### src/rtl/core/wbst_pkg.sv
// Shared constants, codes and controller/datapath struct types for the white blob tracker.
package wbst_pkg;

   localparam int PIX_W     = 8;
   localparam int COL_W     = 13;
   localparam int HGT_W     = 12;
   localparam int ROW_W     = 12;
   localparam int OUT_ROW_W = 11;
   localparam int DRIVE_W   = 16;
   localparam int Q_W       = 15;
   localparam int DIV_W     = 12;
   localparam int CSR_IDX_W = 2;
   localparam int CSR_DAT_W = 13;

   localparam int DEF_MAX_ROW_BYTES = 6144;
   localparam int DEF_MAX_ROWS      = 2048;

   localparam logic [COL_W-1:0] RESET_ROW_BYTES    = 13'd1920;
   localparam logic [HGT_W-1:0] RESET_FRAME_HEIGHT = 12'd480;

   localparam logic [CSR_IDX_W-1:0] REG_ROW_BYTES    = 2'd0;
   localparam logic [CSR_IDX_W-1:0] REG_FRAME_HEIGHT = 2'd1;

   localparam logic [PIX_W-1:0] WHITE_LEVEL = 8'hFF;
   localparam logic [COL_W:0]   PIXEL_STEP  = 14'd3;

   localparam logic [15:0] RECIP3       = 16'd43691;
   localparam int          RECIP3_SHIFT = 17;

   localparam logic [DRIVE_W-1:0] DRIVE_ZERO = 16'h0000;
   localparam logic [DRIVE_W-1:0] FWD_FULL   = 16'h8000;
   localparam logic [DRIVE_W-1:0] TURN_POS   = 16'h7FFF;
   localparam logic [DRIVE_W-1:0] TURN_NEG   = 16'h8000;

   typedef struct packed {
      logic accept;
      logic snap;
      logic calc_third;
      logic decide;
      logic div_step;
      logic load;
   } wbst_cmd_type;

   typedef struct packed {
      logic frame_end;
      logic need_div;
      logic out_free;
   } wbst_status_type;

endpackage

### src/rtl/core/wbst_ifs.sv
// Handshake channel interfaces for pixels, results and register writes.
interface wbst_req_if;
   import wbst_pkg::*;
   logic             valid;
   logic             ready;
   logic [PIX_W-1:0] red;
   logic [PIX_W-1:0] green;
   logic [PIX_W-1:0] blue;
   modport source (output valid, red, green, blue, input ready);
   modport sink (input valid, red, green, blue, output ready);
endinterface

interface wbst_rsp_if;
   import wbst_pkg::*;
   logic                        valid;
   logic                        ready;
   logic                        target_found;
   logic [DRIVE_W-1:0]          forward_speed;
   logic signed [DRIVE_W-1:0]   turn_rate;
   logic [COL_W-1:0]            target_column;
   logic [OUT_ROW_W-1:0]        target_row;
   modport source (output valid, target_found, forward_speed, turn_rate, target_column,
                   target_row, input ready);
   modport sink (input valid, target_found, forward_speed, turn_rate, target_column,
                 target_row, output ready);
endinterface

interface wbst_csr_if;
   import wbst_pkg::*;
   logic                 valid;
   logic                 ready;
   logic [CSR_IDX_W-1:0] index;
   logic [CSR_DAT_W-1:0] data;
   modport source (output valid, index, data, input ready);
   modport sink (input valid, index, data, output ready);
endinterface

### src/rtl/core/wbst_datapath.sv
// Datapath: raster counters, white tracking, steering decision, divider and result register.
module wbst_datapath #(
   parameter int MAX_ROW_BYTES = wbst_pkg::DEF_MAX_ROW_BYTES,
   parameter int MAX_ROWS      = wbst_pkg::DEF_MAX_ROWS
) (
   input  logic                                    clock,
   input  logic                                    reset,
   input  wbst_pkg::wbst_cmd_type                  cmd,
   output wbst_pkg::wbst_status_type               status,
   input  logic [wbst_pkg::PIX_W-1:0]              red,
   input  logic [wbst_pkg::PIX_W-1:0]              green,
   input  logic [wbst_pkg::PIX_W-1:0]              blue,
   input  logic                                    csr_we,
   input  logic [wbst_pkg::CSR_IDX_W-1:0]          csr_index,
   input  logic [wbst_pkg::CSR_DAT_W-1:0]          csr_data,
   output logic                                    rsp_valid,
   input  logic                                    rsp_ready,
   output logic                                    rsp_target_found,
   output logic [wbst_pkg::DRIVE_W-1:0]            rsp_forward_speed,
   output logic signed [wbst_pkg::DRIVE_W-1:0]     rsp_turn_rate,
   output logic [wbst_pkg::COL_W-1:0]              rsp_target_column,
   output logic [wbst_pkg::OUT_ROW_W-1:0]          rsp_target_row
);
   import wbst_pkg::*;

   localparam int RB_FULL = (1 << COL_W) - 1;
   localparam int H_FULL  = (1 << HGT_W) - 1;
   localparam int RB_CAP  = (MAX_ROW_BYTES > RB_FULL) ? RB_FULL : MAX_ROW_BYTES;
   localparam int H_CAP   = (MAX_ROWS > H_FULL) ? H_FULL : MAX_ROWS;

   logic [COL_W-1:0] row_bytes_ff;
   logic [HGT_W-1:0] frame_height_ff;
   logic [COL_W-1:0] rb_eff;
   logic [HGT_W-1:0] h_eff;

   logic [COL_W-1:0] col_ff, col_in;
   logic [ROW_W-1:0] row_ff, row_in;
   logic             first_seen_ff, first_seen_in;
   logic [COL_W-1:0] first_col_ff, first_col_in;
   logic [ROW_W-1:0] first_row_ff, first_row_in;
   logic             later_seen_ff, later_seen_in;
   logic [COL_W-1:0] later_col_ff, later_col_in;
   logic [ROW_W-1:0] later_row_ff, later_row_in;

   logic             white, row_end, frame_end;
   logic [COL_W:0]   col_sum;
   logic [ROW_W:0]   row_sum;
   logic [COL_W-1:0] mid_col_in;
   logic [ROW_W-1:0] mid_row_in;

   logic             found_ff;
   logic [COL_W-1:0] mid_col_ff;
   logic [ROW_W-1:0] mid_row_ff;
   logic [DIV_W-1:0] third_ff;
   logic [COL_W+15:0] third_prod;

   logic [DIV_W-1:0]        half;
   logic                    turn_sel, big, fwd_ok, need_div;
   logic signed [COL_W:0]   diff;
   logic [COL_W:0]          diff_neg;
   logic [COL_W-1:0]        abs_diff;
   logic [DIV_W-1:0]        num_in, den_in;
   logic [DRIVE_W-1:0]      fwd_pre, turn_pre;

   logic [DRIVE_W-1:0] fwd_ff, turn_ff;
   logic               div_use_ff, div_turn_ff, div_neg_ff;
   logic [DIV_W-1:0]   rem_ff, den_ff;
   logic [Q_W-1:0]     quo_ff;
   logic [DIV_W:0]     rem_shift;
   logic               rem_ge;

   logic                 out_valid_ff;
   logic                 out_found_ff;
   logic [DRIVE_W-1:0]   out_fwd_ff, out_fwd_in;
   logic [DRIVE_W-1:0]   out_turn_ff, out_turn_in;
   logic [COL_W-1:0]     out_col_ff;
   logic [OUT_ROW_W-1:0] out_row_ff;

   assign rb_eff = (row_bytes_ff > COL_W'(RB_CAP)) ? COL_W'(RB_CAP) : row_bytes_ff;
   assign h_eff  = (frame_height_ff > HGT_W'(H_CAP)) ? HGT_W'(H_CAP) : frame_height_ff;

   assign white     = (red == WHITE_LEVEL) && (green == WHITE_LEVEL) && (blue == WHITE_LEVEL);
   assign row_end   = ({1'b0, col_ff} + PIXEL_STEP) >= {1'b0, rb_eff};
   assign frame_end = row_end && (({1'b0, row_ff} + (ROW_W + 1)'(1)) >= {1'b0, h_eff});

   always_comb begin
      first_seen_in = first_seen_ff;
      first_col_in  = first_col_ff;
      first_row_in  = first_row_ff;
      later_seen_in = later_seen_ff;
      later_col_in  = later_col_ff;
      later_row_in  = later_row_ff;
      if (white) begin
         if (!first_seen_ff) begin
            first_seen_in = 1'b1;
            first_col_in  = col_ff;
            first_row_in  = row_ff;
         end else begin
            later_seen_in = 1'b1;
            later_col_in  = col_ff;
            later_row_in  = row_ff;
         end
      end
      if (row_end) begin
         col_in = '0;
         row_in = frame_end ? '0 : row_ff + ROW_W'(1);
      end else begin
         col_in = col_ff + PIXEL_STEP[COL_W-1:0];
         row_in = row_ff;
      end
   end

   assign col_sum    = {1'b0, first_col_in} + {1'b0, later_col_in};
   assign row_sum    = {1'b0, first_row_in} + {1'b0, later_row_in};
   assign mid_col_in = later_seen_in ? col_sum[COL_W:1] : first_col_in;
   assign mid_row_in = later_seen_in ? row_sum[ROW_W:1] : first_row_in;

   assign third_prod = rb_eff * RECIP3;

   // Steering decision on the captured midpoint.
   assign half     = rb_eff[COL_W-1:1];
   assign turn_sel = (mid_col_ff < {1'b0, third_ff}) ||
                     (mid_col_ff > (rb_eff - {1'b0, third_ff}));
   assign diff     = $signed({2'b00, half}) - $signed({1'b0, mid_col_ff});
   assign diff_neg = -diff;
   assign abs_diff = diff[COL_W] ? diff_neg[COL_W-1:0] : diff[COL_W-1:0];
   assign big      = abs_diff >= {1'b0, half};
   assign fwd_ok   = (h_eff != '0) && (mid_row_ff < h_eff);

   always_comb begin
      fwd_pre  = DRIVE_ZERO;
      turn_pre = DRIVE_ZERO;
      need_div = 1'b0;
      num_in   = h_eff - mid_row_ff;
      den_in   = h_eff;
      if (found_ff) begin
         if (turn_sel) begin
            num_in = abs_diff[DIV_W-1:0];
            den_in = half;
            if (half != '0) begin
               if (big) begin
                  turn_pre = diff[COL_W] ? TURN_NEG : TURN_POS;
               end else begin
                  need_div = 1'b1;
               end
            end
         end else if (fwd_ok) begin
            if (mid_row_ff == '0) begin
               fwd_pre = FWD_FULL;
            end else begin
               need_div = 1'b1;
            end
         end
      end
   end

   assign rem_shift = {rem_ff, 1'b0};
   assign rem_ge    = rem_shift >= {1'b0, den_ff};

   always_comb begin
      out_fwd_in  = fwd_ff;
      out_turn_in = turn_ff;
      if (div_use_ff) begin
         if (div_turn_ff) begin
            out_turn_in = div_neg_ff ? -{1'b0, quo_ff} : {1'b0, quo_ff};
         end else begin
            out_fwd_in = {1'b0, quo_ff};
         end
      end
   end

   always_ff @(posedge clock) begin
      if (reset) begin
         row_bytes_ff    <= RESET_ROW_BYTES;
         frame_height_ff <= RESET_FRAME_HEIGHT;
         col_ff          <= '0;
         row_ff          <= '0;
         first_seen_ff   <= 1'b0;
         later_seen_ff   <= 1'b0;
         out_valid_ff    <= 1'b0;
      end else begin
         if (csr_we) begin
            case (csr_index)
               REG_ROW_BYTES:    row_bytes_ff    <= csr_data[COL_W-1:0];
               REG_FRAME_HEIGHT: frame_height_ff <= csr_data[HGT_W-1:0];
               default: ;
            endcase
         end
         if (cmd.accept) begin
            col_ff        <= col_in;
            row_ff        <= row_in;
            first_seen_ff <= frame_end ? 1'b0 : first_seen_in;
            later_seen_ff <= frame_end ? 1'b0 : later_seen_in;
         end
         if (cmd.load) begin
            out_valid_ff <= 1'b1;
         end else if (rsp_ready) begin
            out_valid_ff <= 1'b0;
         end
      end
   end

   always_ff @(posedge clock) begin
      if (cmd.accept) begin
         first_col_ff <= first_col_in;
         first_row_ff <= first_row_in;
         later_col_ff <= later_col_in;
         later_row_ff <= later_row_in;
      end
      if (cmd.snap) begin
         found_ff   <= first_seen_in;
         mid_col_ff <= mid_col_in;
         mid_row_ff <= mid_row_in;
      end
      if (cmd.calc_third) begin
         third_ff <= third_prod[RECIP3_SHIFT +: DIV_W];
      end
      if (cmd.decide) begin
         fwd_ff      <= fwd_pre;
         turn_ff     <= turn_pre;
         div_use_ff  <= need_div;
         div_turn_ff <= turn_sel;
         div_neg_ff  <= diff[COL_W];
         rem_ff      <= num_in;
         den_ff      <= den_in;
         quo_ff      <= '0;
      end
      if (cmd.div_step) begin
         rem_ff <= rem_ge ? DIV_W'(rem_shift - {1'b0, den_ff}) : rem_shift[DIV_W-1:0];
         quo_ff <= {quo_ff[Q_W-2:0], rem_ge};
      end
      if (cmd.load) begin
         out_found_ff <= found_ff;
         out_fwd_ff   <= out_fwd_in;
         out_turn_ff  <= out_turn_in;
         out_col_ff   <= found_ff ? mid_col_ff : '0;
         out_row_ff   <= found_ff ? mid_row_ff[OUT_ROW_W-1:0] : '0;
      end
   end

   assign status.frame_end = frame_end;
   assign status.need_div  = need_div;
   assign status.out_free  = !out_valid_ff || rsp_ready;

   assign rsp_valid         = out_valid_ff;
   assign rsp_target_found  = out_found_ff;
   assign rsp_forward_speed = out_fwd_ff;
   assign rsp_turn_rate     = out_turn_ff;
   assign rsp_target_column = out_col_ff;
   assign rsp_target_row    = out_row_ff;

endmodule

### src/rtl/core/wbst_ctrl.sv
// Controller state machine that sequences pixel intake and the end-of-frame calculation.
module wbst_ctrl (
   input  logic                       clock,
   input  logic                       reset,
   input  logic                       req_valid,
   output logic                       req_ready,
   input  wbst_pkg::wbst_status_type  status,
   output wbst_pkg::wbst_cmd_type     cmd
);
   import wbst_pkg::*;

   localparam int CNT_W = $clog2(Q_W);

   localparam logic [2:0] ST_IDLE   = 3'd0;
   localparam logic [2:0] ST_THIRD  = 3'd1;
   localparam logic [2:0] ST_DECIDE = 3'd2;
   localparam logic [2:0] ST_DIV    = 3'd3;
   localparam logic [2:0] ST_LOAD   = 3'd4;

   logic [2:0]       state_ff, state_in;
   logic [CNT_W-1:0] cnt_ff, cnt_in;
   logic             accept;

   assign req_ready = (state_ff == ST_IDLE);
   assign accept    = req_valid && req_ready;

   always_comb begin
      state_in       = state_ff;
      cnt_in         = cnt_ff;
      cmd            = '0;
      cmd.accept     = accept;
      case (state_ff)
         ST_IDLE: begin
            if (accept && status.frame_end) begin
               cmd.snap = 1'b1;
               state_in = ST_THIRD;
            end
         end
         ST_THIRD: begin
            cmd.calc_third = 1'b1;
            state_in       = ST_DECIDE;
         end
         ST_DECIDE: begin
            cmd.decide = 1'b1;
            cnt_in     = '0;
            state_in   = status.need_div ? ST_DIV : ST_LOAD;
         end
         ST_DIV: begin
            cmd.div_step = 1'b1;
            cnt_in       = cnt_ff + CNT_W'(1);
            if (cnt_ff == CNT_W'(Q_W - 1)) begin
               state_in = ST_LOAD;
            end
         end
         ST_LOAD: begin
            if (status.out_free) begin
               cmd.load = 1'b1;
               state_in = ST_IDLE;
            end
         end
         default: begin
            state_in = ST_IDLE;
         end
      endcase
   end

   always_ff @(posedge clock) begin
      if (reset) begin
         state_ff <= ST_IDLE;
         cnt_ff   <= '0;
      end else begin
         state_ff <= state_in;
         cnt_ff   <= cnt_in;
      end
   end

endmodule

### src/rtl/core/white_blob_steering_tracker.sv
// Top level of the white blob steering tracker: controller, datapath and channel wiring.
//
//   Channel  Direction  Carries
//   req      in         one RGB pixel per item, raster order
//   rsp      out        one steering result per frame
//   csr      in         register writes: 0 = row_bytes, 1 = frame_height
//
// A pixel is taken every cycle while no frame-end calculation is running.
// After the last pixel of a frame the input stalls through the THIRD, DECIDE and LOAD
// states, plus DIV when a drive value needs the shared one-bit-per-cycle divider.
// The result register holds one item; pixels of the next frame flow while it waits, but
// the next frame end stalls further until that register has been taken.
// Synchronous reset restores row_bytes 1920 and frame_height 480 and clears all counters.
module white_blob_steering_tracker #(
   parameter int MAX_ROW_BYTES = wbst_pkg::DEF_MAX_ROW_BYTES,
   parameter int MAX_ROWS      = wbst_pkg::DEF_MAX_ROWS
) (
   input  logic              clock,
   input  logic              reset,
   wbst_req_if.sink          req_chan,
   wbst_rsp_if.source        rsp_chan,
   wbst_csr_if.sink          csr_chan
);
   import wbst_pkg::*;

   wbst_cmd_type    cmd;
   wbst_status_type status;

   assign csr_chan.ready = 1'b1;

   wbst_ctrl u_ctrl (
      .clock     (clock),
      .reset     (reset),
      .req_valid (req_chan.valid),
      .req_ready (req_chan.ready),
      .status    (status),
      .cmd       (cmd)
   );

   wbst_datapath #(
      .MAX_ROW_BYTES (MAX_ROW_BYTES),
      .MAX_ROWS      (MAX_ROWS)
   ) u_datapath (
      .clock             (clock),
      .reset             (reset),
      .cmd               (cmd),
      .status            (status),
      .red               (req_chan.red),
      .green             (req_chan.green),
      .blue              (req_chan.blue),
      .csr_we            (csr_chan.valid),
      .csr_index         (csr_chan.index),
      .csr_data          (csr_chan.data),
      .rsp_valid         (rsp_chan.valid),
      .rsp_ready         (rsp_chan.ready),
      .rsp_target_found  (rsp_chan.target_found),
      .rsp_forward_speed (rsp_chan.forward_speed),
      .rsp_turn_rate     (rsp_chan.turn_rate),
      .rsp_target_column (rsp_chan.target_column),
      .rsp_target_row    (rsp_chan.target_row)
   );

endmodule

### src/flat_wrapper.sv
// flat-port wrapper written by rule: the top's interface ports become plain ports
module white_blob_steering_tracker_flat import wbst_pkg::*;
#(
   parameter int MAX_ROW_BYTES = wbst_pkg::DEF_MAX_ROW_BYTES,
   parameter int MAX_ROWS      = wbst_pkg::DEF_MAX_ROWS
)
  (clock, reset, req_chan_valid, req_chan_red, req_chan_green, req_chan_blue, req_chan_ready, rsp_chan_valid, rsp_chan_target_found, rsp_chan_forward_speed, rsp_chan_turn_rate, rsp_chan_target_column, rsp_chan_target_row, rsp_chan_ready, csr_chan_valid, csr_chan_index, csr_chan_data, csr_chan_ready);
  wbst_req_if req_chan_i ();
  wbst_rsp_if rsp_chan_i ();
  wbst_csr_if csr_chan_i ();
  input  logic clock;
  input  logic reset;
  input wire logic [$bits(req_chan_i.valid)-1:0] req_chan_valid;
  input wire logic [$bits(req_chan_i.red)-1:0] req_chan_red;
  input wire logic [$bits(req_chan_i.green)-1:0] req_chan_green;
  input wire logic [$bits(req_chan_i.blue)-1:0] req_chan_blue;
  output wire logic [$bits(req_chan_i.ready)-1:0] req_chan_ready;
  output wire logic [$bits(rsp_chan_i.valid)-1:0] rsp_chan_valid;
  output wire logic [$bits(rsp_chan_i.target_found)-1:0] rsp_chan_target_found;
  output wire logic [$bits(rsp_chan_i.forward_speed)-1:0] rsp_chan_forward_speed;
  output wire logic [$bits(rsp_chan_i.turn_rate)-1:0] rsp_chan_turn_rate;
  output wire logic [$bits(rsp_chan_i.target_column)-1:0] rsp_chan_target_column;
  output wire logic [$bits(rsp_chan_i.target_row)-1:0] rsp_chan_target_row;
  input wire logic [$bits(rsp_chan_i.ready)-1:0] rsp_chan_ready;
  input wire logic [$bits(csr_chan_i.valid)-1:0] csr_chan_valid;
  input wire logic [$bits(csr_chan_i.index)-1:0] csr_chan_index;
  input wire logic [$bits(csr_chan_i.data)-1:0] csr_chan_data;
  output wire logic [$bits(csr_chan_i.ready)-1:0] csr_chan_ready;
  assign req_chan_i.valid = req_chan_valid;
  assign req_chan_i.red = req_chan_red;
  assign req_chan_i.green = req_chan_green;
  assign req_chan_i.blue = req_chan_blue;
  assign req_chan_ready = req_chan_i.ready;
  assign rsp_chan_valid = rsp_chan_i.valid;
  assign rsp_chan_target_found = rsp_chan_i.target_found;
  assign rsp_chan_forward_speed = rsp_chan_i.forward_speed;
  assign rsp_chan_turn_rate = rsp_chan_i.turn_rate;
  assign rsp_chan_target_column = rsp_chan_i.target_column;
  assign rsp_chan_target_row = rsp_chan_i.target_row;
  assign rsp_chan_i.ready = rsp_chan_ready;
  assign csr_chan_i.valid = csr_chan_valid;
  assign csr_chan_i.index = csr_chan_index;
  assign csr_chan_i.data = csr_chan_data;
  assign csr_chan_ready = csr_chan_i.ready;
  white_blob_steering_tracker #(.MAX_ROW_BYTES(MAX_ROW_BYTES), .MAX_ROWS(MAX_ROWS)) u_core (.clock(clock), .reset(reset), .req_chan(req_chan_i), .rsp_chan(rsp_chan_i), .csr_chan(csr_chan_i));
endmodule
### config.mk
export PLATFORM = sky130hd
export DESIGN_NAME = white_blob_steering_tracker_flat
export DESIGN_NICKNAME = d
export VERILOG_FILES = /design/src/rtl/core/wbst_pkg.sv /design/src/rtl/core/wbst_ifs.sv /design/src/rtl/core/wbst_datapath.sv /design/src/rtl/core/wbst_ctrl.sv /design/src/rtl/core/white_blob_steering_tracker.sv /design/src/flat_wrapper.sv
export SDC_FILE = /design/constraint.sdc
export NUM_CORES = 1
export LEC_CHECK = 0
export ABC_AREA = 0
export BUFFER_PORTS_ARGS = -buffer_cell sky130_fd_sc_hd__buf_2
export CORE_MARGIN = 4
export CORE_UTILIZATION = 42
export DETAILED_ROUTE_END_ITERATION = 6
export PLACE_DENSITY = 0.73
export SLEW_MARGIN = 20
export SYNTH_ARGS = -nofsm -noshare
export SYNTH_HDL_FRONTEND = slang
export SYNTH_SLANG_ARGS = --single-unit
### constraint.sdc
create_clock -name clock -period 6.6 [get_ports clock]
set_input_delay 1.65 -clock clock [delete_from_list [all_inputs] [get_ports clock]]
set_output_delay 1.65 -clock clock [all_outputs]
set_load 0.02 [all_outputs]
==> summary.log, run 1 <==
INFO  power_and_ir_drop power_density=208mW/mm^2
INFO  drt            drtAntennaViolNets=0
INFO  clocking       cts_hold_buffers=0
INFO  finish         antenna-diode-count=0
INFO  worst_setup_path cp.required=6.92ns
INFO  global_route   grt-ovfl-total=0
INFO  synth          yosysTopAreaCell=edfxtp_1
INFO  timing         timing_hold_violations_final=0
INFO  place          portBuffers=102
INFO  worst_setup_path worst_setup_path_end_kind=flop
INFO  global_route   number_of_antenna_violations_at_the_first_check_in_global_routing=0
INFO  clocking       clock_path_buffers=3
INFO  global_route   track_usage=19.9%
INFO  finish         fin_cells=2638
INFO  place          place_hpwl=37200um
INFO  synth          synth_top_cells_by_area=edfxtp_1 31%, ha_1 15%, dfxtp_1 6.5%
INFO  synth          synth_area_per_cell=9.73um^2
INFO  worst_setup_path worst_r2r_startpoint=u_core.u_datapath.row_bytes_ff[10]
INFO  worst_hold_path worst_hold_path.num_cells=2
INFO  timing         setup_viol_count_final=0
INFO  timing         worstMarginPinSlew=1.02ns
INFO  synth          number_of_enable_type_register_cells_in_the_synthesized_netlist=190
INFO  worst_setup_path r2r.worst_path.cells=23
INFO  worst_setup_path worstPathCellList=nor4_4 -> nand3_1 -> o41ai_2 -> nand2_1 -> inv_1 -> ha_1 -> fa_2 -> fa_1 -> inv_1 -> fa_1 -> inv_1 -> fa_1 -> ha_1 -> and3_1 -> a221oi_1 -> o21ai_1 -> a21oi_2 -> o21ai_2 -> a31oi_2 -> o21ai_0 -> o21a_1 -> nor2_1 -> xnor2_1
INFO  run            max_cap_viol_count=0
INFO  power_and_ir_drop leakage=9.08nW
INFO  synth          netlist.area_leader.share=30.6%
INFO  clocking       cts_num_sinks=250
INFO  synth          async_flop_share=0%
INFO  worst_setup_path critical_path.reg2reg.endpoint=u_core.u_datapath.third_ff[11]
INFO  finish         multi_input_comb_area=0.0108mm^2
INFO  drt            detailed_route_wire_length_per_cell=18.2um
INFO  clocking       clock_latency=0.57ns
INFO  global_route   number_of_global_route_vias_before_repair=14.3k
INFO  synth          number_of_distinct_library_cells_after_synthesis=77
INFO  drt            route.detailed.drc=0
INFO  floorplan      row_count=76
INFO  drt            drtIter0Drc=947
INFO  floorplan      die-height=219um
INFO  clocking       root_buffer_cell=clkbuf_16
INFO  worst_hold_path whs_endpoint=u_core.u_datapath.row_bytes_ff[0]
INFO  finish         fill_cells=4013
INFO  floorplan      core-area=0.0435mm^2
INFO  drt            drt_wl_total=48100um
INFO  drt            routed-via-count=14.3k
INFO  timing         achievable-frequency=161MHz
INFO  synth          mapped_area=0.0186mm^2
INFO  place          post_dp_cell_area=0.0199mm^2
INFO  timing         period_needed=6.19ns
INFO  global_route   grt_start_max_net_pins=64
INFO  synth          synth_commonest_cells=217 x ha_1, 190 x edfxtp_1, 189 x inv_1, 172 x nand2_1, 128 x a21oi_1
INFO  worst_setup_path cpMaxStageDelayCell=fa_1
INFO  status         outcome=completed
INFO  timing         skew=0.0111ns
INFO  worst_hold_path hold_start=u_core.u_datapath.row_bytes_ff[0]
INFO  floorplan      start_util=42.9%
INFO  place          place.gp.congestion=0.928
INFO  finish         layout-area-overhead-vs-synth=12.9%
INFO  floorplan      die_w=219um
INFO  timing         drv_slew=0
INFO  finish         net_count_reported_at_finish=2346
INFO  worst_setup_path critical_path.max_fanout=3
INFO  finish         post_route_cells_drive_above_1_share=13.3%
INFO  clocking       cts_htree_levels=1
INFO  finish         ff_latch_area=0.00691mm^2
INFO  synth          most_instantiated_flip_flop_cell_in_the_synthesis_netlist=edfxtp_1
INFO  clocking       clk_transition_reported_paths=0.06ns
INFO  global_route   grt_first_pass_wirelength=76400um
INFO  timing         final.period_utilization=93.8%
INFO  synth          syn-num-nets=2229
INFO  finish         design_area=0.0210mm^2
INFO  power_and_ir_drop irDropWorstVdd=0.177mV
INFO  floorplan      ios=104
INFO  worst_hold_path timing.hold.worst.class=reg2reg
INFO  worst_setup_path timing.critical_path.slowest_cell_delay=0.61ns
INFO  synth          ys_seq_area_share=37.1%
INFO  worst_setup_path timing.critical_path.from_type=flop
INFO  synth          synth.ff_latch_count=250
INFO  timing         max_slew_margin=32.1%
INFO  worst_setup_path path_class=reg2reg
INFO  drt            vias_per_cell=5.43
INFO  place          placed_cells=2582
INFO  synth          synthMostInstantiatedCell=ha_1
INFO  clocking       tritoncts_clock_tree=yes
INFO  synth          syn-instance-count=1914
INFO  drt            drt_pass1_iterations=5
INFO  worst_setup_path worst_case_register_to_register_setup_slack=0.41ns
INFO  worst_setup_path cp.arrival=6.51ns
INFO  clocking       cts_buffers=28
INFO  synth          yosysWarningCount=0
INFO  floorplan      die_area=0.0478mm^2
==> worst max-delay path by stage <==
stage	start	endpoint	slack, ns	cells past startpoint
after detailed placement	u_core.u_datapath.row_bytes_ff[0]	u_core.u_datapath.third_ff[11]	-0.11	22
after CTS	u_core.u_datapath.row_bytes_ff[0]	u_core.u_datapath.third_ff[6]	0.02	22
after floorplan	u_core.u_datapath.row_bytes_ff[0]	u_core.u_datapath.third_ff[6]	0.08	22
after global placement	u_core.u_datapath.row_bytes_ff[0]	u_core.u_datapath.third_ff[11]	0.05	22
final	u_core.u_datapath.row_bytes_ff[10]	u_core.u_datapath.third_ff[11]	0.41	23
after global routing	u_core.u_datapath.row_bytes_ff[10]	u_core.u_datapath.third_ff[11]	-0.03	23
==> stage by stage <==
step / util, % / hold WS [ns] / setup slack, ns / power, mW / setup TNS [ns]
5_1_grt: 48.4 / 0.507 / -0.0285 / 4.62 / -0.0463
6_report: 48.4 / 0.479 / 0.406 / 4.38 / 0
3_3_place_gp: 45.9 / 0.463 / 0.0521 / 2.69 / 0
2_1_floorplan: - / 0.424 / 0.0794 / 2.47 / 0
3_5_place_dp: 45.9 / 0.465 / -0.107 / 2.72 / -0.113
4_1_cts: 48.2 / 0.478 / 0.0171 / 4.39 / 0
==> cell usage in the layout, fill, tap and decap left out, types with 48 or more instances in the layout <==
| master | synthesis | routed |
|---|---|---|
| ha_1 | 217 | 216 |
| edfxtp_1 | 190 | 190 |
| inv_1 | 189 | 188 |
| nand2_1 | 172 | 172 |
| a21oi_1 | 128 | 125 |
| nor2_1 | 118 | 118 |
| o21ai_0 | 116 | 114 |
| buf_2 | 3 | 101 |
| dfxtp_1 | 60 | 60 |
| xor2_1 | 54 | 54 |
| xnor2_1 | 53 | 53 |
| fa_1 | 54 | 53 |
| mux2_2 | 48 | 48 |
==> per-layer routing <==
| metal | part of all wire (%) | GRT usage [%] | wire [um] | vias to the layer above |
|---|---|---|---|---|
| met5 | 0 | 0 | 0 | - |
| met1 | 45 | 27.1 | 21800 | 6869 |
| met2 | 47 | 33.5 | 22600 | 359 |
| met4 | 2.7 | 5.46 | 1300 | 0 |
| li1 | - | - | - | 7029 |
| met3 | 4.9 | 2.39 | 2370 | 79 |
==> cells by family (layout without fill, tap and decap cells) <==
logic type / count (synthesis) / after routing / share of synthesized area [%]
adder cells (fa/ha/maj): 273 / 273 / 20.5
other: 1 / 1 / 0.0201
multiplexers: 56 / 56 / 3.33
AND/OR/NAND/NOR: 577 / 577 / 15.5
AO/OA/AOI/OAI: 401 / 401 / 13.3
XOR/XNOR: 109 / 109 / 5.21
flip-flops: 250 / 250 / 37.1
buffers and inverters: 247 / 386 / 5.06
==> registers in the layout, indices dropped and copies added (netlist names), 13 cells and up <==
name                                 flops
u_core.u_datapath.mid_col_ff            13
u_core.u_datapath.quo_ff                15
u_core.u_datapath.row_bytes_ff          13
u_core.u_datapath.col_ff                13
u_core.u_datapath.first_col_ff          13
u_core.u_datapath.rsp_target_column     13
u_core.u_datapath.rsp_forward_speed     16
u_core.u_datapath.rsp_turn_rate         16
u_core.u_datapath.later_col_ff          13
==> what timing repair did <==
action                     CTS  global route
setup endpoints to repair    2             8
hold endpoints to repair     0             0
resized for setup            2             9
pin swaps                    0             6
buffers inserted             0             3
==> critical path: cells and delay by family (launching register included) <==
family	cells	cell delay (ns)
adder cells (fa/ha/maj)	6	2.72
AO/OA/AOI/OAI	8	1.69
AND/OR/NAND/NOR	5	0.85
XOR/XNOR	1	0.08
buffers and inverters	3	0.27
flip-flops	1	0.34
==> final cells by class <==
class                   count  share of cell area, %
clock inverters            13                  0.893
flip-flops and latches    250                   32.9
inverters                 189                   3.37
clock buffers              39                   3.77
multi-input cells        1417                   51.6
well taps                 585                   3.48
repair buffers            145                   4.07
==> where the power goes <==
group | switching [mW] | leakage [nW] | total (mW) | internal [mW]
clock network | 0.657 | 0.473 | 1.65 | 0.995
logic | 0.562 | 6.43 | 0.982 | 0.420
registers | 0.0120 | 2.18 | 1.74 | 1.73
total | 1.23 | 9.08 | 4.38 | 3.14
Note: power is estimated with default switching activity, not from simulation.
==> run 2, diff against run 1 <==
--- a/config.mk
+++ b/config.mk
@@ -5,12 +5,12 @@
 export SDC_FILE = /design/constraint.sdc
 export NUM_CORES = 1
 export LEC_CHECK = 0
-export ABC_AREA = 0
+export ABC_AREA = 1
 export BUFFER_PORTS_ARGS = -buffer_cell sky130_fd_sc_hd__buf_2
 export CORE_MARGIN = 4
 export CORE_UTILIZATION = 42
 export DETAILED_ROUTE_END_ITERATION = 6
-export PLACE_DENSITY = 0.73
+export PLACE_DENSITY = 0.7
 export SLEW_MARGIN = 20
 export SYNTH_ARGS = -nofsm -noshare
 export SYNTH_HDL_FRONTEND = slang
==> constraint.sdc (replaced) <==
create_clock -name clock -period 6.75 [get_ports clock]
set_input_delay 1.6875 -clock clock [delete_from_list [all_inputs] [get_ports clock]]
set_output_delay 1.6875 -clock clock [all_outputs]
set_load 0.02 [all_outputs]
==> run 2 against run 1 <==
Sequential share of layout area grew 0.31 points. Critical path type unchanged. Largest power group is now combinational cells. Synthesized area shrank 0.15%. Critical endpoint is now u_core.u_datapath.third_ff[9]. Utilization shrank 0.45 points. Worst setup slack gained 0.078 ns.
==> summary.log, run 2 <==
INFO  synth          number_of_distinct_library_cells_after_synthesis=62 [-19%]
INFO  worst_setup_path worst_case_register_to_register_setup_slack=0.48ns [+0.08 ns]
INFO  clocking       clk_transition_reported_paths=0.06ns [about the same]
INFO  drt            drtIter0Drc=1197 [+26%]
INFO  worst_hold_path timing.hold.worst.class=reg2reg
INFO  synth          yosysWarningCount=0 [unchanged]
INFO  floorplan      core-area=0.0435mm^2 [unchanged]
INFO  synth          yosysTopAreaCell=edfxtp_1
INFO  finish         antenna-diode-count=0 [unchanged]
INFO  timing         skew=0.0173ns [+0.00621 ns]
INFO  finish         net_count_reported_at_finish=2600 [+11%]
INFO  global_route   number_of_global_route_vias_before_repair=14.9k [+4.2%]
INFO  place          place.gp.congestion=0.965 [+4.0%]
INFO  worst_setup_path timing.critical_path.max_delay_family=adder cells
INFO  timing         grt_setup_unrepaired=no
INFO  worst_setup_path path_class=reg2reg
INFO  finish         post_route_cells_drive_above_1_share=9.40% [-3.9 points]
INFO  worst_setup_path critical_path.max_fanout=11 [+8]
INFO  worst_hold_path worst_hold_path.num_cells=2 [unchanged]
INFO  clocking       post-cts-setup-buffers=0 [unchanged]
INFO  place          place_hpwl=37500um [+0.81%]
INFO  drt            routed-via-count=15.2k [+6.4%]
INFO  drt            route.detailed.drc=0 [unchanged]
INFO  timing         achievable-frequency=160MHz [-1.1%]
INFO  synth          synth.ff_latch_count=250 [unchanged]
INFO  timing         worstMarginPinSlew=0.938ns [-0.0815 ns]
INFO  worst_setup_path cp.required=7.16ns [+0.24 ns]
INFO  timing         timing_hold_violations_final=0 [unchanged]
INFO  drt            detailed_route_wire_length_per_cell=16.6um [-9.0%]
INFO  drt            vias_per_cell=5.27 [-3.0%]
INFO  timing         setup_viol_count_final=0 [unchanged]
INFO  clocking       cts_buffers=29 [+3.6%]
INFO  worst_setup_path buffering_stage_count_on_the_worst_path_with_inverters_included=4 [+1]
INFO  worst_setup_path worst_setup_path_end_kind=flop
INFO  finish         utilization=47.9% [-0.45 points]
INFO  global_route   grt_start_max_net_pins=66 [+3.1%]
INFO  floorplan      die-height=218um [about the same]
INFO  synth          synthMostInstantiatedCell=inv_1
INFO  clocking       tritoncts_clock_tree=yes
INFO  worst_setup_path critical_path.reg2reg.endpoint=u_core.u_datapath.third_ff[9]
INFO  worst_setup_path r2r.worst_path.cells=25 [+8.7%]
INFO  finish         layout-area-overhead-vs-synth=12.0%
INFO  floorplan      row_count=76 [unchanged]
INFO  finish         final_common_cell=inv_1
INFO  floorplan      ios=104 [unchanged]
INFO  status         outcome=completed
INFO  synth          syn-instance-count=2175 [+14%]
INFO  floorplan      die_area=0.0477mm^2 [-0.15%]
INFO  synth          number_of_enable_type_register_cells_in_the_synthesized_netlist=190 [unchanged]
INFO  synth          ys_seq_area_share=37.1% [+0.057 points]
INFO  global_route   grt_first_pass_wirelength=77100um [+0.91%]
INFO  synth          synth_top_cells_by_area=edfxtp_1 31%, ha_1 15%, inv_1 7.8%
INFO  synth          async_flop_share=0% [unchanged]
INFO  timing         final.period_utilization=92.8% [-1.0 points]
INFO  synth          synth_commonest_cells=385 x inv_1, 360 x nand2_1, 217 x ha_1, 190 x edfxtp_1, 181 x nor2_1
INFO  synth          syn-num-nets=2490 [+12%]
INFO  worst_hold_path whs_endpoint=u_core.u_datapath.col_ff[1]
INFO  global_route   grt-ovfl-total=0 [unchanged]
INFO  clocking       cts_num_sinks=250 [unchanged]
INFO  clocking       clock_path_buffers=3 [unchanged]
INFO  synth          synth_area_per_cell=8.55um^2 [-12%]
INFO  clocking       post_cts.resized_instances=0 [-2]
INFO  timing         timing.setup.tns=0ns [unchanged]
INFO  worst_setup_path cpMaxStageDelayCell=o41ai_1
INFO  worst_setup_path timing.critical_path.from_type=flop
INFO  power_and_ir_drop irDropWorstVdd=0.210mV [+19%]
INFO  worst_setup_path worst_r2r_startpoint=u_core.u_datapath.row_bytes_ff[12]
INFO  worst_setup_path worst_path_most_repeated_cell=nand2_1
INFO  synth          most_instantiated_flip_flop_cell_in_the_synthesis_netlist=edfxtp_1
INFO  timing         worst_hold_slack=0.480ns [+0.00143 ns]
INFO  clocking       cts_htree_levels=1 [unchanged]
INFO  timing         period_needed=6.27ns [+0.0720 ns]
INFO  worst_hold_path hold_start=u_core.u_datapath.col_ff[1]
INFO  run            max_cap_viol_count=0 [unchanged]
INFO  drt            drtAntennaViolNets=0 [unchanged]
INFO  global_route   track_usage=19.8% [-0.097 points]
INFO  power_and_ir_drop leakage=9.78nW [+7.7%]
INFO  drt            drt_pass1_iterations=5 [unchanged]
INFO  global_route   number_of_antenna_violations_at_the_first_check_in_global_routing=2 [+2]
INFO  floorplan      start_util=42.8% [-0.066 points]
INFO  synth          netlist.area_leader.share=30.7% [+0.047 points]
INFO  synth          mapped_area=0.0186mm^2 [-0.15%]
INFO  clocking       cts_hold_buffers=0 [unchanged]
INFO  place          portBuffers=102 [unchanged]
INFO  power_and_ir_drop overall_power_of_the_completed_layout=6.49mW [+48%]
INFO  finish         mostFrequentLayoutCells=384 x inv_1, 360 x nand2_1, 217 x ha_1
INFO  timing         max_slew_margin=37.0% [+4.9 points]
INFO  timing         drv_slew=0 [unchanged]
INFO  floorplan      die_w=218um [about the same]
INFO  worst_setup_path cp.arrival=6.67ns [+0.16 ns]
INFO  clocking       clock_latency=0.58ns [about the same]
INFO  clocking       root_buffer_cell=clkbuf_16
INFO  worst_setup_path timing.critical_path.slowest_cell_delay=0.70ns [+0.09 ns]
INFO  drt            drt_wl_total=48000um [-0.18%]
INFO  power_and_ir_drop power_density=311mW/mm^2 [+50%]
## run 2: logic make-up after synthesis
kind of cell,share of synthesized area [%]
compound gates,12.0
mux,0.754
fa+ha+maj,20.4
other cells,0.0202
flops,37.1
simple gates,16.4
xor+xnor,4.46
buf+inv,8.89
## run 2: worst max-delay path by stage
stage,startpoint,to,slack [ns],cells past startpoint
final,u_core.u_datapath.row_bytes_ff[12],u_core.u_datapath.third_ff[9],0.48,25
after global routing,u_core.u_datapath.row_bytes_ff[12],u_core.u_datapath.third_ff[9],0.11,25
after CTS,u_core.u_datapath.row_bytes_ff[11],u_core.u_datapath.third_ff[9],0.55,21
after detailed placement,u_core.u_datapath.row_bytes_ff[11],u_core.u_datapath.third_ff[11],0.56,21
after global placement,u_core.u_datapath.row_bytes_ff[12],u_core.u_datapath.third_ff[11],0.64,25
after floorplan,u_core.u_datapath.row_bytes_ff[12],u_core.u_datapath.third_ff[11],1.21,26
## run 2: power breakdown
group          leakage [nW]  internal (mW)  switching, mW  total (mW)
clock                 0.490          0.956          0.671        1.63
sequential             2.17           1.98         0.0796        2.06
combinational          7.12          0.995           1.81        2.80
total                  9.78           3.93           2.56        6.49
## run 2: cell type report
| class | instances | area [um^2] |
|---|---|---|
| Fill cell | 4126 | 22600 |
| Multi-Input combinational cell | 1490 | 10000 |
| Sequential cell | 250 | 6910 |
| Inverter | 391 | 1470 |
| Clock buffer | 39 | 836 |
| Tap cell | 585 | 732 |
| Timing Repair Buffer | 123 | 668 |
| Clock inverter | 15 | 165 |
## run 2: worst reg2reg max path, cell delays in order, from the launching register on
cell and delay (ns):
dfxtp_1 0.39, inv_1 0.11, nor2_2 0.08, nand2_1 0.05, nor2_1 0.08, nand2_1 0.06, nand2_2 0.19, nand2_1 0.22
inv_1 0.24, ha_1 0.33, fa_1 0.55, fa_1 0.60, inv_1 0.10, fa_1 0.54, inv_1 0.05, fa_1 0.48
ha_1 0.33, nand2_1 0.09, nor2_1 0.15, nand4_1 0.14, o41ai_1 0.70, nand3_1 0.14, nand2_1 0.16, nand2_1 0.06
nand2_1 0.07, xor2_1 0.19
## run 2: per-stage QoR
step	area [um^2]	setup slack (ns)	instances
after CTS	20800	0.552	2893
final	20800	0.484	2893
after floorplan	18600	1.21	2175
after global placement	19800	0.642	2839
after global routing	20800	0.112	2893
after detailed placement	19800	0.557	2839
## run 2: routing by layer
metal	routed length (um)	GRT usage (%)	vias to the layer above
li1	-	-	7454
met4	1540	6.53	4
met1	21300	27.0	7227
met5	24	0	-
met3	2900	2.98	102
met2	22300	32.3	462
